File: src/sv/sglp_pkg.sv
// shared constants and helpers for the ssh greeting line parser
`default_nettype none

package sglp_pkg;

    localparam int unsigned LimitWidth    = 10;
    localparam int unsigned ColWidth      = 11;
    localparam int unsigned VerWidth      = 16;
    localparam int unsigned OutDataWidth  = 40;

    localparam logic [LimitWidth-1:0] LIMIT_RESET = 10'd255;
    localparam logic [ColWidth-1:0]   COL_MAX     = 11'd2047;
    localparam logic [VerWidth-1:0]   VER_MAX     = 16'hFFFF;

    localparam logic [7:0] CHAR_CR    = 8'd13;
    localparam logic [7:0] CHAR_LF    = 8'd10;
    localparam logic [7:0] CHAR_DASH  = 8'h2D;
    localparam logic [7:0] CHAR_DOT   = 8'h2E;
    localparam logic [7:0] CHAR_ZERO  = 8'h30;
    localparam logic [7:0] CHAR_NINE  = 8'h39;

    // prefix match phases: 0..3 bytes of "SSH-" matched so far
    localparam logic [2:0] PH_GREETING = 3'd4;
    localparam logic [2:0] PH_OTHER    = 3'd5;

    // version parse phases
    localparam logic [1:0] VP_MAJOR = 2'd0;
    localparam logic [1:0] VP_MINOR = 2'd1;
    localparam logic [1:0] VP_DASH  = 2'd2;

    // status codes
    localparam logic [2:0] ST_OK           = 3'd0;
    localparam logic [2:0] ST_CR_NO_LF     = 3'd1;
    localparam logic [2:0] ST_DUPLICATE    = 3'd2;
    localparam logic [2:0] ST_NO_DASH      = 3'd3;
    localparam logic [2:0] ST_UNTERMINATED = 3'd4;

    // expected byte of "SSH-" at a given match position
    function automatic logic [7:0] prefix_char(input logic [1:0] pos);
        logic [7:0] c;
        case (pos)
            2'd0:    c = 8'h53;
            2'd1:    c = 8'h53;
            2'd2:    c = 8'h48;
            default: c = CHAR_DASH;
        endcase
        return c;
    endfunction

    // acc * 10 + digit, saturating at the version maximum
    function automatic logic [VerWidth-1:0] add_digit(input logic [VerWidth-1:0] acc,
                                                      input logic [3:0] digit);
        logic [VerWidth+3:0] sum;
        sum = ({4'd0, acc} << 3) + ({4'd0, acc} << 1) + {{VerWidth{1'b0}}, digit};
        return (sum > {4'd0, VER_MAX}) ? VER_MAX : sum[VerWidth-1:0];
    endfunction

endpackage

`default_nettype wire

File: src/sv/ssh_greeting_line_parser.sv
// top level: byte stream splitter and ssh identification line parser
//
//  channel   dir  handshake          payload
//  s_        in   s_tvalid/s_tready  s_tdata = data_byte, s_tlast = last_byte
//  m_        out  m_tvalid/m_tready  m_tdata = status and version fields
//  cfg_      in   cfg_wr_en          cfg_wr_data = greeting_length_limit
//
// one byte per cycle; the line state registers update on each input transfer
// and a status transfer is loaded into the output register on the last byte,
// so it shows on m_ the cycle after that byte is taken
// the output register decouples the sides: a byte is taken whenever the
// output register is empty or is being drained in the same cycle
// any byte waits while a status is held and m_tready is low
// aresetn is synchronous, active low; it clears the line and buffer state and
// the output valid flag and restores the length limit to 255
`default_nettype none

module ssh_greeting_line_parser
    import sglp_pkg::*;
(
    input  wire logic                    aclk,
    input  wire logic                    aresetn,
    // input byte stream
    input  wire logic                    s_tvalid,
    output logic                         s_tready,
    input  wire logic [7:0]              s_tdata,   // [7:0] data_byte
    input  wire logic                    s_tlast,   // last_byte
    // status stream
    output logic                         m_tvalid,
    input  wire logic                    m_tready,
    // [2:0] status_code, [3] greeting_found, [4] greeting_too_long,
    // [20:5] version_major, [36:21] version_minor, [39:37] zero
    output logic [OutDataWidth-1:0]      m_tdata,
    // length limit register
    input  wire logic                    cfg_wr_en,
    input  wire logic [LimitWidth-1:0]   cfg_wr_data
);

    // configuration
    logic [LimitWidth-1:0] limit_reg;

    // per line state
    logic [ColWidth-1:0]   col_reg,      col_next;
    logic [2:0]            prefix_reg,   prefix_next;
    logic [1:0]            vphase_reg,   vphase_next;
    logic [VerWidth-1:0]   major_reg,    major_next;
    logic [VerWidth-1:0]   minor_reg,    minor_next;
    logic                  cr_reg,       cr_next;
    logic                  stopped_reg,  stopped_next;

    // per buffer state
    logic                  found_reg,    found_next;
    logic                  too_long_reg, too_long_next;
    logic [2:0]            err_reg,      err_next;
    logic [VerWidth-1:0]   kmajor_reg,   kmajor_next;
    logic [VerWidth-1:0]   kminor_reg,   kminor_next;

    // output register
    logic                    m_valid_reg;
    logic [OutDataWidth-1:0] m_data_reg;
    logic [OutDataWidth-1:0] m_data_next;

    logic s_xfer;
    logic line_end;
    logic line_byte;
    logic is_digit;
    logic [2:0] final_err;

    assign s_tready = !m_valid_reg || m_tready;
    assign s_xfer   = s_tvalid && s_tready;
    assign m_tvalid = m_valid_reg;
    assign m_tdata  = m_data_reg;

    assign is_digit = (s_tdata >= CHAR_ZERO) && (s_tdata <= CHAR_NINE);

    // classify the byte: line ending or line content
    always_comb begin
        line_end  = 1'b0;
        line_byte = 1'b0;
        if (err_reg == ST_OK) begin
            if (cr_reg) begin
                line_end = (s_tdata == CHAR_LF);
            end else if (s_tdata == CHAR_LF) begin
                line_end = 1'b1;
            end else if (s_tdata != CHAR_CR) begin
                line_byte = 1'b1;
            end
        end
    end

    always_comb begin
        col_next      = col_reg;
        prefix_next   = prefix_reg;
        vphase_next   = vphase_reg;
        major_next    = major_reg;
        minor_next    = minor_reg;
        cr_next       = cr_reg;
        stopped_next  = stopped_reg;
        found_next    = found_reg;
        too_long_next = too_long_reg;
        err_next      = err_reg;
        kmajor_next   = kmajor_reg;
        kminor_next   = kminor_reg;
        final_err     = err_reg;
        m_data_next   = m_data_reg;

        if (s_xfer) begin
            // cr followed by something other than lf
            if (err_reg == ST_OK && cr_reg && s_tdata != CHAR_LF) begin
                err_next = ST_CR_NO_LF;
            end
            if (err_reg == ST_OK && !cr_reg && s_tdata == CHAR_CR) begin
                cr_next = 1'b1;
            end

            if (line_byte) begin
                if (col_reg != COL_MAX) begin
                    col_next = col_reg + ColWidth'(1);
                end
                if (prefix_reg < PH_GREETING) begin
                    prefix_next = (s_tdata == prefix_char(prefix_reg[1:0]))
                                  ? prefix_reg + 3'd1 : PH_OTHER;
                end else if (prefix_reg == PH_GREETING && vphase_reg != VP_DASH) begin
                    // version text up to the dash
                    if (s_tdata == CHAR_DASH) begin
                        vphase_next = VP_DASH;
                    end else if (vphase_reg == VP_MAJOR && s_tdata == CHAR_DOT) begin
                        vphase_next  = VP_MINOR;
                        stopped_next = 1'b0;
                    end else if (!stopped_reg) begin
                        if (!is_digit) begin
                            stopped_next = 1'b1;
                        end else if (vphase_reg == VP_MAJOR) begin
                            major_next = add_digit(major_reg, s_tdata[3:0]);
                        end else begin
                            minor_next = add_digit(minor_reg, s_tdata[3:0]);
                        end
                    end
                end
            end

            if (line_end) begin
                if (prefix_reg == PH_GREETING) begin
                    if (found_reg) begin
                        err_next = ST_DUPLICATE;
                    end else begin
                        found_next = 1'b1;
                        if (col_reg >= {1'b0, limit_reg}) begin
                            too_long_next = 1'b1;
                        end else if (vphase_reg != VP_DASH) begin
                            err_next = ST_NO_DASH;
                        end else begin
                            kmajor_next = major_reg;
                            kminor_next = minor_reg;
                        end
                    end
                end
                col_next     = '0;
                prefix_next  = '0;
                vphase_next  = VP_MAJOR;
                major_next   = '0;
                minor_next   = '0;
                cr_next      = 1'b0;
                stopped_next = 1'b0;
            end

            // end of buffer: close out status, then clear everything
            final_err = err_next;
            if (s_tlast) begin
                if (err_next == ST_OK) begin
                    if (cr_next) begin
                        final_err = ST_CR_NO_LF;
                    end else if (col_next != '0) begin
                        final_err = ST_UNTERMINATED;
                    end
                end
                // status word, taken from values as they stand after this byte
                m_data_next = {3'd0, kminor_next, kmajor_next,
                               too_long_next, found_next, final_err};
                col_next      = '0;
                prefix_next   = '0;
                vphase_next   = VP_MAJOR;
                major_next    = '0;
                minor_next    = '0;
                cr_next       = 1'b0;
                stopped_next  = 1'b0;
                found_next    = 1'b0;
                too_long_next = 1'b0;
                err_next      = ST_OK;
                kmajor_next   = '0;
                kminor_next   = '0;
            end
        end
    end

    always_ff @(posedge aclk) begin
        if (!aresetn) begin
            limit_reg    <= LIMIT_RESET;
            col_reg      <= '0;
            prefix_reg   <= '0;
            vphase_reg   <= VP_MAJOR;
            major_reg    <= '0;
            minor_reg    <= '0;
            cr_reg       <= 1'b0;
            stopped_reg  <= 1'b0;
            found_reg    <= 1'b0;
            too_long_reg <= 1'b0;
            err_reg      <= ST_OK;
            kmajor_reg   <= '0;
            kminor_reg   <= '0;
            m_valid_reg  <= 1'b0;
        end else begin
            if (cfg_wr_en) begin
                limit_reg <= cfg_wr_data;
            end
            col_reg      <= col_next;
            prefix_reg   <= prefix_next;
            vphase_reg   <= vphase_next;
            major_reg    <= major_next;
            minor_reg    <= minor_next;
            cr_reg       <= cr_next;
            stopped_reg  <= stopped_next;
            found_reg    <= found_next;
            too_long_reg <= too_long_next;
            err_reg      <= err_next;
            kmajor_reg   <= kmajor_next;
            kminor_reg   <= kminor_next;
            // status transfer on the last byte, otherwise drain
            if (s_xfer && s_tlast) begin
                m_valid_reg <= 1'b1;
            end else if (m_tready) begin
                m_valid_reg <= 1'b0;
            end
        end
    end

    // status payload, no reset needed
    always_ff @(posedge aclk) begin
        if (s_xfer && s_tlast) begin
            m_data_reg <= m_data_next;
        end
    end

endmodule

`default_nettype wire
File: config.mk
export PLATFORM = sky130hd
export DESIGN_NAME = ssh_greeting_line_parser
export DESIGN_NICKNAME = d
export VERILOG_FILES = /design/src/sv/sglp_pkg.sv /design/src/sv/ssh_greeting_line_parser.sv
export SDC_FILE = /design/constraint.sdc
export NUM_CORES = 1
export LEC_CHECK = 0
export ABC_CLOCK_PERIOD_IN_PS = 3800
export BUFFER_PORTS_ARGS = -buffer_cell sky130_fd_sc_hd__buf_4
export CAP_MARGIN = 20
export CORE_MARGIN = 8
export CORE_UTILIZATION = 35
export DETAILED_ROUTE_END_ITERATION = 12
export GPL_TIMING_DRIVEN = 0
export PLACE_DENSITY = 0.55
export SLEW_MARGIN = 25
export SYNTH_ARGS = -nofsm -noshare
export SYNTH_HDL_FRONTEND = slang
export SYNTH_SLANG_ARGS = --single-unit
File: constraint.sdc
create_clock -name aclk -period 3.8 [get_ports aclk]
set_clock_uncertainty 0.1 [all_clocks]
set_input_delay 0 -clock aclk [delete_from_list [all_inputs] [get_ports aclk]]
set_output_delay 0 -clock aclk [all_outputs]
set_load 0.005 [all_outputs]
After elaboration in Yosys (flattened, before gate mapping):

Index checks and enable logic that the tools add are counted.

* multiplexer cells: 96
* magnitude comparators: 6
* reduce and logical (&&, ||, !) cells: 31
* add/sub/neg operators: 6
* equality and inequality tests: 17

Operators with widths (count)
* $mux W16: 34
* $mux W11: 5
* $mux W3: 16
* $add A19 B17 Y20: 2
* $add A20 B4 Y20: 2
* $gt A20 B16 Y1 const B: 2
* $mux W1: 30
* $mux W8: 3
* $reduce_and A9 Y1: 2
* $eq A8 B4 Y1 const B: 2
* $eq A8 B6 Y1 const B: 2
* $ne A8 B4 Y1 const B: 2
* $reduce_bool A3 Y1: 5
* $mux W2: 7
* $pmux W7 S2: 1
* $ne A3 B3 Y1 const B: 4
* $add A11 B1 Y11 const B: 1
* $ge A11 B10 Y1: 1
* $ne A11 B11 Y1 const B: 1
* $reduce_bool A11 Y1: 1
* $reduce_and A5 Y1: 2
* $logic_and A1 B1 Y1: 9
* $eq A8 B8 Y1: 1
* $ge A8 B6 Y1 const B: 1
* other kinds (16): 20

* flip-flop bits (word level): 135
* logic and storage cells: 171
* output and inout bits: 42
* bits of input ports: 24

Depth between registers and ports, before layout:

* depth in word-level cells: 14
* depth in mapped cells: 12
* mapped depth without buffers: 10

Least setup slack after synthesis:

Ideal clock, no wire load.

* path type: reg2reg
* start point: register major_reg[0]
* end point: register major_reg[14]
* slack: 0.616 ns
* setup time: 0.122 ns
* arrival: 2.962 ns
* path buffers: 1
* data required time: 3.578 ns
* cell stages (with the launch flop): 11
* path through: dfxtp_1 -> fa_1 -> fa_1 -> a21o_1 -> a221oi_1 -> or3b_2 -> a21oi_1 -> mux2i_1 -> a21boi_2 -> buf_2 -> a221o_1

* word-level cells in the longest chain between the ends: 14

RTL lines
* start: declaration: line ssh_greeting_line_parser.sv:46 `logic [VerWidth-1:0] major_reg, major_next;`
* start signal: assignment: line ssh_greeting_line_parser.sv:219 `major_reg <= major_next;`
* $add A19 B17 Y20 (*): line sglp_pkg.sv:54 `sum = ({4'd0, acc} << 3) + ({4'd0, acc} << 1) + {{VerWidth{1'b0}}, digit};`
* $add A20 B4 Y20 (*): line sglp_pkg.sv:54
* $gt A20 B16 Y1: line sglp_pkg.sv:55 `return (sum > {4'd0, VER_MAX}) ? VER_MAX : sum[VerWidth-1:0];`
* $mux W16 (*): line sglp_pkg.sv:55
* $mux W16 (*): line ssh_greeting_line_parser.sv:133 `end else if (vphase_reg == VP_MAJOR) begin`
* $mux W16 (*): line ssh_greeting_line_parser.sv:131 `if (!is_digit) begin`
* $mux W16 (*): line ssh_greeting_line_parser.sv:130 `end else if (!stopped_reg) begin`
* $mux W16 (*): line ssh_greeting_line_parser.sv:127 `end else if (vphase_reg == VP_MAJOR && s_tdata == CHAR_DOT) begin`
* $mux W16 (*): line ssh_greeting_line_parser.sv:125 `if (s_tdata == CHAR_DASH) begin`
* $mux W16 (*): line ssh_greeting_line_parser.sv:123 `end else if (prefix_reg == PH_GREETING && vphase_reg != VP_DASH) begin`
* $mux W16 (*): line ssh_greeting_line_parser.sv:120 `if (prefix_reg < PH_GREETING) begin`
* $mux W16 (*): line ssh_greeting_line_parser.sv:116 `if (line_byte) begin`
* $mux W16 (*): line ssh_greeting_line_parser.sv:142 `if (line_end) begin`
* $mux W16 (*): line ssh_greeting_line_parser.sv:169 `if (s_tlast) begin`

Every way passes the cells marked *; elsewhere a longest branch is shown, timed or not. The select of a mux whose other input is x is not followed.
A chain may end at the register's enable or synchronous reset.

Worst setup path in the final report:

* start point: register col_reg[0]
* end point: register m_data_reg[13] (netlist: m_tdata[13]), data pin

* word-level cells in the longest chain between the ends: 5

RTL lines
* start: declaration: line ssh_greeting_line_parser.sv:43 `logic [ColWidth-1:0] col_reg, col_next;`
* start signal: assignment: line ssh_greeting_line_parser.sv:216 `col_reg <= col_next;`
* $ge A11 B10 Y1: line ssh_greeting_line_parser.sv:148 `if (col_reg >= {1'b0, limit_reg}) begin`
* $mux W16: line ssh_greeting_line_parser.sv:148
* $mux W16: line ssh_greeting_line_parser.sv:144 `if (found_reg) begin`
* $mux W16: line ssh_greeting_line_parser.sv:143 `if (prefix_reg == PH_GREETING) begin`
* $mux W16: line ssh_greeting_line_parser.sv:142
* end signal: assignment: line ssh_greeting_line_parser.sv:240 `m_data_reg <= m_data_next;`
* end: declaration: line ssh_greeting_line_parser.sv:60 `logic [OutDataWidth-1:0] m_data_reg;`

No other way between the ends.

==> results.json <==
{
  "status": "complete, but fails checks",
  "violations": "hold timing",
  "top_usage_layer": "met2",
  "cts_max_level": 4,
  "met3_usage_pct": 2.973,
  "ys_seq_elements": 135,
  "synth_common_cells": "dfxtp_1 (98), ha_1 (77), o21ai_0 (64), nand3_1 (51), nand2_1 (42)",
  "worst_slew_pin_slew_ns": 0.9461,
  "synth.most_common_cell": "dfxtp_1",
  "overflow": 0,
  "max_stage_delay_ns": 0.50,
  "synth_top_flop_cell": "dfxtp_1",
  "ys_top_cells_by_area": "dfxtp_1 (23%), edfxtp_1 (13%), ha_1 (12%)",
  "setup-violations-final": 0,
  "hpwl_um": 16680,
  "swShare_pct": 25.05,
  "required_ns": 3.86,
  "max_slew_margin_pct": 36.34,
  "clock_sinks": 135,
  "viasPerCell": 5.481,
  "ir_drop_uv": 269.3,
  "grt_max_degree": 28,
  "grt_use_met2_pct": 26.23,
  "min_period_over_period_pct": 93.58,
  "port_buffers": 60,
  "die_x_um": 170.6,
  "slew_violations": 0,
  "critPathLaunchType": "register",
  "dr.pass1.iters": 5,
  "path_clk_slew_ns": 0.06,
  "numCtsBuffers": 17,
  "whs_ns": -0.008679,
  "p_clk_share_pct": 47.6,
  "clock_latency_ns": 0.43,
  "core_area_um2": 23470,
  "grt_pass1_vias": 7116,
  "synth_top_cell_by_area": "dfxtp_1",
  "cp_max_fo": 10,
  "p_sw_uw": 867.4,
  "worst_setup_path_end_kind": "register",
  "drtAntennaViolNets": 0,
  "combPwrFrac_pct": 8.4,
  "drive_gt1_share_pct": 16.88,
  "area_delta_synth_final_pct": 20.41,
  "root_buffer": "clkbuf_16",
  "place_congestion": 0.8411,
  "start_util_pct": 35.62,
  "dieArea_um2": 29090,
  "critPathArrivalTime_ns": 3.62,
  "max_freq_mhz": 281.2,
  "cts_buffer_depth": 2,
  "avgSynthCellArea_um2": 9.522,
  "num_vias": 7202,
  "crit_slowest_cell": "o41ai_4",
  "intPower_mw": 2.595,
  "syn_inst": 878,
  "syn_area_um2": 8361,
  "final_hold_viol_count": 1,
  "powerDensity_nw_per_um2": 344.0,
  "synth_top_area_share_pct": 23.47,
  "grt_setup_unrepaired": "false",
  "antenna-diode-count": 0,
  "routed_wl_um": 23100,
  "wl_per_cell_um": 17.58,
  "maxCapViolCount": 0,
  "cp_cell_sequence": "clkbuf_2 -> inv_1 -> ha_1 -> nand2b_1 -> a211oi_1 -> o21ai_0 -> o41ai_4 -> and3_1 -> buf_4 -> buf_2 -> mux2_2",
  "dp_slack_ns": -0.3632,
  "die_h_um": 170.6,
  "ios": 66,
  "largest_reg_flops": 37,
  "yosysSeqAreaShare_pct": 36.76,
  "p_leak_nw": 4.309,
  "grtUsageTotal_pct": 16.07,
  "tritoncts": "yes",
  "grt_pass1_wl_um": 37400,
  "synth_warnings": 0,
  "drtIter0Drc": 485,
  "drc": 0,
  "finalCriticalPeriod_ns": 3.556,
  "setup_ws_ns": 0.2439,
  "ys_types": 74,
  "synth_edf_count": 37,
  "hold_path_class": "primary input to register",
  "pwr-share-seq_pct": 43.9,
  "num_rows": 56,
  "crit_type": "register to register",
  "grt_use_met1_pct": 21.33,
  "finalNetCount": 1087,
  "async_reset_ff_share_pct": 0,
  "antenna_found_initial": 0
}
==> final timing paths <==
check	startpoint	to	slack (ns)	depth (start not counted)
worst max-delay path	col_reg[0]$_SDFFE_PN0P_	m_tdata[13]$_DFFE_PP_	0.24	11
worst min-delay path	s_tlast	m_tvalid$_SDFFE_PN0P_	-0.009	3
worst max register to register	col_reg[0]$_SDFFE_PN0P_	m_tdata[13]$_DFFE_PP_	0.24	11
worst min register to register	kminor_reg[4]$_SDFFE_PN0P_	kminor_reg[4]$_SDFFE_PN0P_	0.38	2
==> cell type report <==
class / instances / area (um2)
Fill cell: 2357 / 13410
Multi-Input combinational cell: 670 / 5016
Sequential cell: 135 / 3073
Timing Repair Buffer: 83 / 685.7
Clock buffer: 18 / 429.2
Tap cell: 319 / 399.1
Buffer: 50 / 221.5
Clock inverter: 14 / 148.9
Inverter: 25 / 93.84
==> routing by layer <==
| layer | part of all wire (%) | vias up |
|---|---|---|
| li1 | - | 3557 |
| met1 | 47 | 3493 |
| met2 | 47 | 130 |
| met3 | 4.2 | 22 |
| met4 | 1.3 | 0 |
| met5 | 0 | - |
==> through the flow <==
| step | setup TNS (ns) | area [um2] | power, mW | cells | utilization [%] |
|---|---|---|---|---|---|
| finish | 0 | 10070 | 3.463 | 1314 | 42.89 |
| global route | 0 | 10070 | 3.586 | 1314 | 42.89 |
| CTS | 0 | 10040 | 3.500 | 1312 | 42.76 |
| detailed placement | -10.61 | 9239 | 1.826 | 1260 | 39.36 |
| global placement | -9.453 | 9218 | 1.821 | 1259 | 39.27 |
| floorplan | 0 | 8368 | 1.710 | 880 | - |
==> placed cells by master (no fill, tap or decap), types with 14 or more instances in the layout <==
| cell type | instances |
|---|---|
| nor3_1 | 19 |
| o21ai_0 | 64 |
| edfxtp_1 | 37 |
| inv_1 | 25 |
| ha_1 | 77 |
| buf_4 | 66 |
| nor2b_1 | 20 |
| mux2_2 | 32 |
| nand3_1 | 51 |
| nand2_1 | 42 |
| a21oi_1 | 25 |
| a21boi_0 | 35 |
| clkbuf_16 | 17 |
| buf_2 | 14 |
| dlygate4sd3_1 | 20 |
| nor2_1 | 40 |
| a22oi_1 | 17 |
| dfxtp_1 | 98 |
| clkbuf_1 | 32 |
| a31oi_1 | 14 |
==> repair_timing <==
action | 4_1_cts | 5_1_grt
setup buffers | 0 | 2
hold endpoints to repair | 17 | 0
resized for setup | 2 | 5
hold buffers | 20 | 0
pin swaps | 0 | 0
endpoints found under the setup margin | 61 | 56
==> cells by family after synthesis <==
family / Yosys count / synth area share [%]
DFF: 135 / 36.76
adders and majority gates: 81 / 12.48
AOI/OAI and AO/OA: 268 / 22.76
and+or+nand+nor: 257 / 16.75
buffers and inverters: 75 / 3.756
other: 1 / 0.04485
muxes: 39 / 5.148
xor gates and xnor gates: 22 / 2.305
==> power groups by stage <==
| stage | Combinational, mW | Clock (mW) | Sequential, mW |
|---|---|---|---|
| global route | 0.323 | 1.74 | 1.53 |
| finish | 0.291 | 1.65 | 1.52 |
| global placement | 0.267 | 0 | 1.55 |
| CTS | 0.292 | 1.69 | 1.52 |
| detailed placement | 0.272 | 0 | 1.55 |
| floorplan | 0.160 | 0 | 1.55 |
==> critical path: cells and delay by family (launching register included) <==
family | cells | cell delay, ns
compound gates | 3 | 1.00
buf+inv | 4 | 0.83
mux | 1 | 0.40
simple gates | 2 | 0.35
flops | 1 | 0.33
fa+ha+maj | 1 | 0.27
No activity file was read; power rests on OpenSTA's default activity.
